===== src/sv/dts_pkg.sv =====
// Package for the seconds and milliseconds deadline timer.
// Holds the field widths, the arithmetic constants, the operation codes and stage types.
`timescale 1ns / 1ps
package dts_pkg;

   localparam int unsigned OP_W       = 2;
   localparam int unsigned WORD_W     = 32;
   localparam int unsigned MSEC_W     = 10;
   localparam int unsigned SAT_W      = 29;
   localparam int unsigned SD_SEC_W   = 20;
   localparam int unsigned PROD_W     = 59;
   localparam int unsigned RECIP_SHIFT = 39;

   localparam logic [WORD_W-1:0] MAX_DELAY   = 32'd536870911;
   localparam logic [29:0]       RECIP_1000  = 30'd549755814;
   localparam logic [10:0]       ONE_SEC_MS  = 11'd1000;
   localparam logic [10:0]       TWO_SEC_MS  = 11'd2000;

   typedef enum logic [OP_W-1:0] {
      OP_SET     = 2'd0,
      OP_RESTART = 2'd1,
      OP_ADVANCE = 2'd2,
      OP_QUERY   = 2'd3
   } dts_op_type;

   typedef struct packed {
      dts_op_type        op;
      logic [WORD_W-1:0] delay_ms;
      logic [WORD_W-1:0] now_sec;
      logic [MSEC_W-1:0] now_msec;
   } dts_stage_a_type;

   typedef struct packed {
      dts_op_type          op;
      logic                zero;
      logic [SD_SEC_W-1:0] dly_sec;
      logic [MSEC_W-1:0]   dly_msec;
      logic [WORD_W-1:0]   now_sec;
      logic [MSEC_W-1:0]   now_msec;
   } dts_stage_b_type;

   typedef struct packed {
      logic               timed_out;
      logic               live;
      logic [WORD_W-1:0]  diff_sec;
      logic signed [10:0] diff_msec;
   } dts_stage_c_type;

   typedef struct packed {
      logic              timed_out;
      logic [WORD_W-1:0] remaining_ms;
   } dts_out_type;

endpackage


===== src/sv/dts_if.sv =====
// Handshake channels of the deadline timer: request words in, response words out.
// Depends on dts_pkg for the field widths.
`timescale 1ns / 1ps
interface dts_req_if import dts_pkg::*; ();
   logic              valid;
   logic              ready;
   logic [OP_W-1:0]   op;
   logic [WORD_W-1:0] delay_ms;
   logic [WORD_W-1:0] now_sec;
   logic [MSEC_W-1:0] now_msec;

   modport source (output valid, op, delay_ms, now_sec, now_msec, input ready);
   modport sink   (input valid, op, delay_ms, now_sec, now_msec, output ready);
endinterface

interface dts_rsp_if import dts_pkg::*; ();
   logic              valid;
   logic              ready;
   logic              timed_out;
   logic [WORD_W-1:0] remaining_ms;

   modport source (output valid, timed_out, remaining_ms, input ready);
   modport sink   (input valid, timed_out, remaining_ms, output ready);
endinterface


===== src/sv/deadline_timer_sec_ms_top.sv =====
// One-shot deadline timer with time kept as seconds and milliseconds.
// Depends on dts_pkg and on the channel interfaces in dts_if.sv.
//
// Usage: each request word carries an operation (set, restart, advance or
// query), a delay in milliseconds and the current time. Every request gives
// exactly one response word with the timeout flag and, for a query, the
// milliseconds left until the deadline.
// The block is a four-stage pipeline: input register, delay split (a multiply
// by the reciprocal of 1000), timer state update and response register, where
// the remaining time is formed. One word per cycle is sustained while the
// receiver takes responses.
// Each stage moves on when the stage after it is empty or moving, so requests
// keep being taken while a response waits; req ready falls only once all four
// stages hold a word and the receiver is stalling.
// Reset empties the pipeline, zeroes the deadline and the stored delay and
// leaves the timer reading as expired.
`timescale 1ns / 1ps
module deadline_timer_sec_ms_top import dts_pkg::*; (
   input logic        clock,
   input logic        reset,
   dts_req_if.sink    req_chan,
   dts_rsp_if.source  rsp_chan
);

   logic va_ff, va_in, vb_ff, vb_in, vc_ff, vc_in, vo_ff, vo_in;
   logic rdy_a, rdy_b, rdy_c;

   dts_stage_a_type a_ff, a_in;
   dts_stage_b_type b_ff, b_in;
   dts_stage_c_type c_ff, c_in;
   dts_out_type     o_ff, o_in;

   // The stored delay is kept already split into seconds and milliseconds.
   logic [WORD_W-1:0]   dl_sec_ff, dl_sec_in;
   logic [MSEC_W-1:0]   dl_msec_ff, dl_msec_in;
   logic [SD_SEC_W-1:0] sd_sec_ff, sd_sec_in;
   logic [MSEC_W-1:0]   sd_msec_ff, sd_msec_in;
   logic                expired_ff, expired_in;

   logic [SAT_W-1:0]    sat_dly;
   logic [PROD_W-1:0]   prod;
   logic [SD_SEC_W-1:0] quot;
   logic [MSEC_W-1:0]   rem;

   logic                zero_sel;
   logic [SD_SEC_W-1:0] add_sec;
   logic [MSEC_W-1:0]   add_msec;
   logic [WORD_W-1:0]   base_sec;
   logic [MSEC_W-1:0]   base_msec;
   logic [10:0]         msec_sum;
   logic [MSEC_W-1:0]   new_msec;
   logic [1:0]          carry;
   logic [WORD_W-1:0]   new_sec;
   logic [WORD_W-1:0]   diff_sec;
   logic signed [10:0]  diff_msec;
   logic                left_pos;
   logic [WORD_W-1:0]   left_ms;

   assign rdy_c = !vo_ff || rsp_chan.ready;
   assign rdy_b = !vc_ff || rdy_c;
   assign rdy_a = !vb_ff || rdy_b;
   assign req_chan.ready = !va_ff || rdy_a;

   assign rsp_chan.valid        = vo_ff;
   assign rsp_chan.timed_out    = o_ff.timed_out;
   assign rsp_chan.remaining_ms = o_ff.remaining_ms;

   always_comb begin
      va_in = req_chan.ready ? req_chan.valid : va_ff;
      vb_in = rdy_a ? va_ff : vb_ff;
      vc_in = rdy_b ? vb_ff : vc_ff;
      vo_in = rdy_c ? vc_ff : vo_ff;
   end

   always_comb begin
      a_in = a_ff;
      if (req_chan.ready) begin
         a_in.op       = dts_op_type'(req_chan.op);
         a_in.delay_ms = req_chan.delay_ms;
         a_in.now_sec  = req_chan.now_sec;
         a_in.now_msec = req_chan.now_msec;
      end
   end

   // Delay split: quotient by reciprocal multiply, remainder from its low bits.
   always_comb begin
      sat_dly = (a_ff.delay_ms > MAX_DELAY) ? MAX_DELAY[SAT_W-1:0]
                                            : a_ff.delay_ms[SAT_W-1:0];
      prod    = {{(PROD_W-SAT_W){1'b0}}, sat_dly} * {{(PROD_W-30){1'b0}}, RECIP_1000};
      quot    = prod[RECIP_SHIFT +: SD_SEC_W];
      rem     = sat_dly[MSEC_W-1:0] + {quot[4:0], 5'd0} - {quot[6:0], 3'd0};
      b_in    = b_ff;
      if (rdy_a) begin
         b_in.op       = a_ff.op;
         b_in.zero     = (a_ff.delay_ms == '0);
         b_in.dly_sec  = quot;
         b_in.dly_msec = rem;
         b_in.now_sec  = a_ff.now_sec;
         b_in.now_msec = a_ff.now_msec;
      end
   end

   always_comb begin
      zero_sel  = (b_ff.op == OP_SET) ? b_ff.zero : (sd_sec_ff == '0 && sd_msec_ff == '0);
      add_sec   = (b_ff.op == OP_SET) ? b_ff.dly_sec : sd_sec_ff;
      add_msec  = (b_ff.op == OP_SET) ? b_ff.dly_msec : sd_msec_ff;
      base_sec  = (b_ff.op == OP_ADVANCE) ? dl_sec_ff : b_ff.now_sec;
      base_msec = (b_ff.op == OP_ADVANCE) ? dl_msec_ff : b_ff.now_msec;
      msec_sum  = {1'b0, base_msec} + {1'b0, add_msec};
      if (msec_sum >= TWO_SEC_MS) begin
         new_msec = 10'(msec_sum - TWO_SEC_MS);
         carry    = 2'd2;
      end else if (msec_sum >= ONE_SEC_MS) begin
         new_msec = 10'(msec_sum - ONE_SEC_MS);
         carry    = 2'd1;
      end else begin
         new_msec = msec_sum[MSEC_W-1:0];
         carry    = 2'd0;
      end
      new_sec   = base_sec + {{(WORD_W-SD_SEC_W){1'b0}}, add_sec}
                  + {{(WORD_W-2){1'b0}}, carry};
      diff_sec  = dl_sec_ff - b_ff.now_sec;
      diff_msec = $signed({1'b0, dl_msec_ff}) - $signed({1'b0, b_ff.now_msec});
      left_pos  = !expired_ff && ((diff_sec != '0 && !diff_sec[WORD_W-1])
                  || (diff_sec == '0 && !diff_msec[10] && diff_msec != '0));
   end

   always_comb begin
      dl_sec_in  = dl_sec_ff;
      dl_msec_in = dl_msec_ff;
      sd_sec_in  = sd_sec_ff;
      sd_msec_in = sd_msec_ff;
      expired_in = expired_ff;
      if (vb_ff && rdy_b) begin
         case (b_ff.op)
            OP_SET, OP_RESTART: begin
               if (zero_sel) begin
                  sd_sec_in  = '0;
                  sd_msec_in = '0;
                  expired_in = 1'b1;
               end else begin
                  dl_sec_in  = new_sec;
                  dl_msec_in = new_msec;
                  sd_sec_in  = add_sec;
                  sd_msec_in = add_msec;
                  expired_in = 1'b0;
               end
            end
            OP_ADVANCE: begin
               dl_sec_in  = new_sec;
               dl_msec_in = new_msec;
               expired_in = 1'b0;
            end
            OP_QUERY: begin
               if (!left_pos) begin
                  expired_in = 1'b1;
               end
            end
            default: begin
               expired_in = expired_ff;
            end
         endcase
      end
      c_in = c_ff;
      if (rdy_b) begin
         c_in.timed_out = expired_in;
         c_in.live      = (b_ff.op == OP_QUERY) && left_pos;
         c_in.diff_sec  = diff_sec;
         c_in.diff_msec = diff_msec;
      end
   end

   // Remaining time: seconds times 1000 as 1024 - 32 + 8, plus the signed ms difference.
   always_comb begin
      left_ms = {c_ff.diff_sec[21:0], 10'd0} - {c_ff.diff_sec[26:0], 5'd0}
                + {c_ff.diff_sec[28:0], 3'd0}
                + {{(WORD_W-11){c_ff.diff_msec[10]}}, c_ff.diff_msec};
      o_in = o_ff;
      if (rdy_c) begin
         o_in.timed_out    = c_ff.timed_out;
         o_in.remaining_ms = c_ff.live ? left_ms : '0;
      end
   end

   always_ff @(posedge clock) begin
      if (reset) begin
         va_ff      <= 1'b0;
         vb_ff      <= 1'b0;
         vc_ff      <= 1'b0;
         vo_ff      <= 1'b0;
         dl_sec_ff  <= '0;
         dl_msec_ff <= '0;
         sd_sec_ff  <= '0;
         sd_msec_ff <= '0;
         expired_ff <= 1'b1;
      end else begin
         va_ff      <= va_in;
         vb_ff      <= vb_in;
         vc_ff      <= vc_in;
         vo_ff      <= vo_in;
         dl_sec_ff  <= dl_sec_in;
         dl_msec_ff <= dl_msec_in;
         sd_sec_ff  <= sd_sec_in;
         sd_msec_ff <= sd_msec_in;
         expired_ff <= expired_in;
      end
   end

   always_ff @(posedge clock) begin
      a_ff <= a_in;
      b_ff <= b_in;
      c_ff <= c_in;
      o_ff <= o_in;
   end

endmodule


===== src/flat_wrapper.sv =====
// flat-port wrapper written by rule: the top's interface ports become plain ports
module deadline_timer_sec_ms_top_flat import dts_pkg::*;
  (clock, reset, req_chan_valid, req_chan_op, req_chan_delay_ms, req_chan_now_sec, req_chan_now_msec, req_chan_ready, rsp_chan_valid, rsp_chan_timed_out, rsp_chan_remaining_ms, rsp_chan_ready);
  dts_req_if req_chan_i ();
  dts_rsp_if rsp_chan_i ();
  input logic clock;
  input logic reset;
  input wire logic [$bits(req_chan_i.valid)-1:0] req_chan_valid;
  input wire logic [$bits(req_chan_i.op)-1:0] req_chan_op;
  input wire logic [$bits(req_chan_i.delay_ms)-1:0] req_chan_delay_ms;
  input wire logic [$bits(req_chan_i.now_sec)-1:0] req_chan_now_sec;
  input wire logic [$bits(req_chan_i.now_msec)-1:0] req_chan_now_msec;
  output wire logic [$bits(req_chan_i.ready)-1:0] req_chan_ready;
  output wire logic [$bits(rsp_chan_i.valid)-1:0] rsp_chan_valid;
  output wire logic [$bits(rsp_chan_i.timed_out)-1:0] rsp_chan_timed_out;
  output wire logic [$bits(rsp_chan_i.remaining_ms)-1:0] rsp_chan_remaining_ms;
  input wire logic [$bits(rsp_chan_i.ready)-1:0] rsp_chan_ready;
  assign req_chan_i.valid = req_chan_valid;
  assign req_chan_i.op = req_chan_op;
  assign req_chan_i.delay_ms = req_chan_delay_ms;
  assign req_chan_i.now_sec = req_chan_now_sec;
  assign req_chan_i.now_msec = req_chan_now_msec;
  assign req_chan_ready = req_chan_i.ready;
  assign rsp_chan_valid = rsp_chan_i.valid;
  assign rsp_chan_timed_out = rsp_chan_i.timed_out;
  assign rsp_chan_remaining_ms = rsp_chan_i.remaining_ms;
  assign rsp_chan_i.ready = rsp_chan_ready;
  deadline_timer_sec_ms_top u_core (.clock(clock), .reset(reset), .req_chan(req_chan_i), .rsp_chan(rsp_chan_i));
endmodule

===== config.mk =====
export PLATFORM = sky130hd
export DESIGN_NAME = deadline_timer_sec_ms_top_flat
export DESIGN_NICKNAME = d
export VERILOG_FILES = /design/src/sv/dts_pkg.sv /design/src/sv/dts_if.sv /design/src/sv/deadline_timer_sec_ms_top.sv /design/src/flat_wrapper.sv
export SDC_FILE = /design/constraint.sdc
export NUM_CORES = 2
export LEC_CHECK = 0
export ABC_CLOCK_PERIOD_IN_PS = 9250
export BUFFER_PORTS_ARGS = -buffer_cell sky130_fd_sc_hd__buf_4
export CORE_ASPECT_RATIO = 1.75
export CORE_MARGIN = 2
export CORE_UTILIZATION = 55
export DETAILED_ROUTE_END_ITERATION = 12
export HOLD_SLACK_MARGIN = 0.12
export PLACE_DENSITY_LB_ADDON = 0.25
export RECOVER_POWER = 100
export SYNTH_ARGS = -nofsm -noshare
export SYNTH_HDL_FRONTEND = slang
export SYNTH_SLANG_ARGS = --single-unit

===== constraint.sdc =====
create_clock -name clock -period 9.25 [get_ports clock]
set_clock_uncertainty 0.15 [all_clocks]
set_input_delay 1.85 -clock clock [delete_from_list [all_inputs] [get_ports clock]]
set_output_delay 1.85 -clock clock [all_outputs]
set_load 0.05 [all_outputs]

Word-level counts from Yosys, hierarchy flattened
Cells that the tools add are included.
W data, S select, Z words.
{ "word_totals": {"regBits": 303, "latch_bits": 0, "mem_bits_rw": 0, "rom_bits": 0, "inputBits": 80, "elab_cells": 95, "memories": 0} }
{ "classes": {"n_addsub": 12, "n_mul": 1, "n_div": 0, "magnitude_cmp": 3, "n_eq_ne": 4, "shifts": 0, "mux": 20, "bitwise": 0, "n_reduce_logical": 30} }
{ "ops": {"columns": ["op", "n"], "rows": [
  ["$add A32 B32 Y32", 2],
  ["$logic_not A32 Y1", 2],
  ["$mux W32", 2],
  ["$pmux W32 S2", 1],
  ["$sub A32 B32 Y32", 2],
  ["$mux W10", 6],
  ["$mul A29 B29 Y58 const B", 1],
  ["$mux W20", 2],
  ["$add A32 B2 Y32", 1],
  ["$add A32 B20 Y32", 1],
  ["$gt A32 B29 Y1 const B", 1],
  ["$reduce_bool A32 Y1", 1],
  ["$mux W29", 1],
  ["$logic_not A20 Y1", 1],
  ["$pmux W10 S2", 1],
  ["$sub A10 B10 Y10 const B", 2],
  ["$add A10 B10 Y11", 1],
  ["$ge A11 B10 Y1 const B", 1],
  ["$ge A11 B11 Y1 const B", 1],
  ["$reduce_bool A11 Y1", 1],
  ["$sub A10 B10 Y11", 1],
  ["$add A10 B10 Y10", 1],
  ["$logic_not A10 Y1", 1],
  ["$sub A10 B10 Y10", 1],
  ["other kinds (14)", 35]
]} }

Longest topological paths before layout
{ "logic_depth": {"depth_word": 9, "mapped_depth": 40, "depth_no_buf": 39} }

Worst setup path after synthesis
Ideal clock, no wire load.
{ "synth_path": {"kind": "register to register", "startpoint": "register u_core.a_ff[73] in the netlist's numbering", "endpoint": "register u_core.b_ff[51] in the netlist's numbering (data pin)", "setup_ns": 0.262, "arrival_time_ns": 8.590, "slack_ns": 0.248, "stages_incl_launch_ff": 40, "path_buffers": 2, "cell_sequence": "edfxtp_1 > or3_1 > clkbuf_1 > clkbuf_1 > nor2_1 > inv_1 > ha_1 > fa_1 > fa_1 > inv_1 > fa_1 > inv_1 > fa_1 > inv_1 > fa_1 > inv_1 > fa_1 > inv_1 > [4 not listed] > a211oi_1 > a2111oi_0 > a31oi_1 > a211o_1 > a211oi_1 > xnor2_1 > inv_1 > ha_1 > ha_1 > a21oi_1 > nor2b_1 > o21a_1 > o21ai_0 > nand2b_1 > a21oi_1 > xnor2_1 > xnor2_1 > xnor2_1"} }
{ "synth_via": {"elab_chain_len": 5} }
{ "synth_rtl": {"columns": ["item", "line_no", "rtl"], "rows": [
  ["start: declaration", "deadline_timer_sec_ms_top.sv:28", "dts_stage_a_type a_ff, a_in;"],
  ["start signal: assignment", "deadline_timer_sec_ms_top.sv:210", "a_ff <= a_in;"],
  ["$gt A32 B29 Y1 *", "deadline_timer_sec_ms_top.sv:87", "sat_dly = (a_ff.delay_ms > MAX_DELAY) ? MAX_DELAY[SAT_W-1:0]"],
  ["$mux W29 *", "deadline_timer_sec_ms_top.sv:87", null],
  ["$mul A29 B29 Y58 *", "deadline_timer_sec_ms_top.sv:89", "prod = {{(PROD_W-SAT_W){1'b0}}, sat_dly} * {{(PROD_W-30){1'b0}}, RECIP_1000};"],
  ["net u_core.prod[39]", "deadline_timer_sec_ms_top.sv:41", "logic [PROD_W-1:0] prod;"],
  ["$add A10 B10 Y10", "deadline_timer_sec_ms_top.sv:91", "rem = sat_dly[MSEC_W-1:0] + {quot[4:0], 5'd0} - {quot[6:0], 3'd0};"],
  ["$sub A10 B10 Y10 *", "deadline_timer_sec_ms_top.sv:91", null],
  ["net u_core.rem[9]", "deadline_timer_sec_ms_top.sv:43", "logic [MSEC_W-1:0] rem;"],
  ["end signal: assignment", "deadline_timer_sec_ms_top.sv:211", "b_ff <= b_in;"],
  ["end: declaration", "deadline_timer_sec_ms_top.sv:29", "dts_stage_b_type b_ff, b_in;"]
]} }
The timed path passes the listed nets; every way through them passes the cells marked *.
A chain may end at the register's enable or synchronous reset.

Worst setup path in the final report
{ "layout_path": {"startpoint": "register u_core.a_ff[71] in the netlist's numbering", "endpoint": "register u_core.b_ff[51] in the netlist's numbering (data pin)"} }
Same word-level chain as after synthesis.

==> flow_metrics.env <==
export IMPL_status="finished, final reports clean"
export IMPL_yosysWarningCount=0
export IMPL_ys_ff_latch=303
export IMPL_grt_util_all_layers_pct=32.2
export IMPL_worstPathArrival_ps=9290
export IMPL_grt_use_met1_pct=27.2
export IMPL_gp_congestion=1.06
export IMPL_finalSetupViolations=0
export IMPL_worst_r2r_path_depth=35
export IMPL_hold_class="flop to flop"
export IMPL_routed_wl_um=92200
export IMPL_cp_slowest_cell="fa_1"
export IMPL_r2r_slack_ps=170
export IMPL_ant_nets=0
export IMPL_min_period_over_period_pct=98.1
export IMPL_slew_viol_final=0
export IMPL_syn_area_mm2=0.0314
export IMPL_synth_cell_types=105
export IMPL_synth_cells=3045
export IMPL_rsz0062_at_grt="yes"
export IMPL_final_common_cell="inv_1"
export IMPL_async_flop_share_pct=0
export IMPL_hold_depth=0
export IMPL_busiest_layer="met2"
export IMPL_drtPass1Iterations=6
export IMPL_maxCapViolations=0
export IMPL_finalHoldViolCount=0
export IMPL_grt_overflow_total=0
export IMPL_tightestPinTransition_ps=1110
export IMPL_area_growth_pct=13.5
export IMPL_synth_top_area_share_pct=21.6
export IMPL_die_w_um=185
export IMPL_drc=0
export IMPL_clkLatencyLatePin_ps=630
export IMPL_synth_area_leaders="edfxtp_1, fa_1, ha_1"
export IMPL_vias_per_cell=5.68
export IMPL_core_rowCount=115
export IMPL_root_buffer="clkbuf_16"
export IMPL_final_cell_mix="inv_1, ha_1, fa_1"
export IMPL_grt_pass1_wl_um=141000
export IMPL_antenna_found_initial=2
export IMPL_port_buffers=114
export IMPL_yosysTopAreaCell="edfxtp_1"
export IMPL_crit_path_end_kind="flop"
export IMPL_path_common_cell="fa_1"
export IMPL_cts_htree_levels=1
export IMPL_worstSetupPathType="flop to flop"
export IMPL_syn_nets=3948
export IMPL_clockBufferDepth=3
export IMPL_period_minus_slack_ps=9080
export IMPL_cts_reportedPaths_clkPinSlew_ps=70
export IMPL_synth_edf_count=226
export IMPL_layout_nets=4194
export IMPL_met3_usage_pct=3.88
export IMPL_place_hpwl_um=78900
export IMPL_syn_avg_cell_area_um2=10.3
export IMPL_crit_required_ps=9470
export IMPL_initial_core_util_pct=55.7
export IMPL_fin_hold_ws_ps=268
export IMPL_slowest_delay_ps=560
export IMPL_die_area_mm2=0.0591
export IMPL_tritoncts="done"
export IMPL_cp_max_fo=5
export IMPL_cts_sinks=303
export IMPL_use_met2_pct=62.1
export IMPL_clock_fmax_ghz=0.110
export IMPL_start_kind="flop"
export IMPL_fp_dieH_um=320
export IMPL_drt_iter0_drc=1302
export IMPL_core_mm2=0.0564
export IMPL_cts_buffers=31
export IMPL_avgRoutedWirePerCell_um=22.6
export IMPL_grt_pass1_vias=25500
export IMPL_synth_seq_area_share_pct=26.5
export IMPL_drive_gt1_share_pct=14.0
export IMPL_grt_start_max_net_pins=88
export IMPL_synthFlopType="edfxtp_1"
export IMPL_vias=23100
export IMPL_io_pins=115
export IMPL_slew_headroom_pct=25.6
[cells by family after synthesis]
group,after synthesis,synth area share (%)
adder cells (fa/ha/maj),824,40.4
buffers and inverters,634,7.61
AND/OR/NAND/NOR,630,9.89
AO/OA/AOI/OAI,497,10.9
flip-flops,303,26.5
XOR/XNOR,115,3.21
multiplexers,42,1.47
[registers in the layout, indices dropped and copies added, names as in the netlist]
register / flops
u_core.dl_msec_ff: 10
u_core.rsp_chan.remaining_ms: 32
u_core.vc_ff: 1
u_core.a_ff: 76
u_core.dl_sec_ff: 32
u_core.b_ff: 75
u_core.rsp_chan.timed_out: 1
u_core.va_ff: 1
u_core.sd_sec_ff: 20
u_core.rsp_chan.valid: 1
u_core.expired_ff: 1
u_core.sd_msec_ff: 10
u_core.vb_ff: 1
u_core.c_ff: 42
[cell usage after synthesis (11+ instances only)]
| master | number |
|---|---|
| a211oi_1 | 28 |
| a21o_1 | 56 |
| a21oi_1 | 114 |
| a2bb2oi_1 | 30 |
| a31oi_1 | 22 |
| and2_1 | 14 |
| and3_1 | 13 |
| clkbuf_1 | 51 |
| dfxtp_1 | 77 |
| edfxtp_1 | 226 |
| fa_1 | 320 |
| ha_1 | 503 |
| inv_1 | 572 |
| mux2_2 | 31 |
| nand2_1 | 155 |
| nand2b_1 | 71 |
| nand3_1 | 38 |
| nand4_1 | 26 |
| nor2_1 | 178 |
| nor2b_1 | 18 |
| nor3_1 | 44 |
| nor4_1 | 23 |
| o21a_1 | 20 |
| o21ai_0 | 91 |
| o21bai_1 | 14 |
| o31ai_1 | 11 |
| xnor2_1 | 86 |
| xor2_1 | 29 |
[worst max-delay path: cells and delay by family, from the launching register on]
family,cells,cell delay (ps)
adders and majority gates,10,4450
DFF,1,400
buffers and inverters,10,1250
and+or+nand+nor,6,980
AOI/OAI and AO/OA,4,410
xor gates and xnor gates,5,1170
[per-layer routing]
metal  up-vias  wire length, µm  share of wire (%)
met2       680            50300                 55
met3       342             3390                3.7
met5         -                0                  0
li1      10900                -                  -
met1     11200            27300                 30
met4         0            11100                 12
[stage by stage]
step,std cells,TNS (ps),cell area [µm²],utilization (%),setup WS [ps]
2_1_floorplan,3045,0,31400,-,248
3_3_place_gp,4006,-108,34200,60.5,-108
3_5_place_dp,4006,-228,34200,60.5,-228
4_1_cts,4065,0,35300,62.5,6.73
5_1_grt,4076,-121,35700,63.2,-109
6_report,4077,0,35700,63.2,175
[timing repair]
action / CTS / global route
pin swaps: 3 / 42
endpoints found under the setup margin: 1 / 3
hold buffers: 0 / 0
resized for setup: 9 / 81
setup buffers: 1 / 10
cloned: 0 / 1
[final cells by class]
class,instances,area (µm²)
inverter,573,2160
clock buffer,37,828
sequential,303,8330
antenna,1,2.50
multi-input combinational,2108,21100
timing repair buffer,274,2040
fill,4634,20700
tap,760,951
clock inverter,21,259
[worst paths after layout]
path | startpoint | to
max | u_core.a_ff[71] | u_core.b_ff[51]
min | u_core.a_ff[8] | u_core.b_ff[8]
max reg2reg | u_core.a_ff[71] | u_core.b_ff[51]
min reg2reg | u_core.a_ff[8] | u_core.b_ff[8]
Power is left out: the tool's default activity adds up to more than one toggle a clock period on the data nets, which glitch-free logic cannot reach.
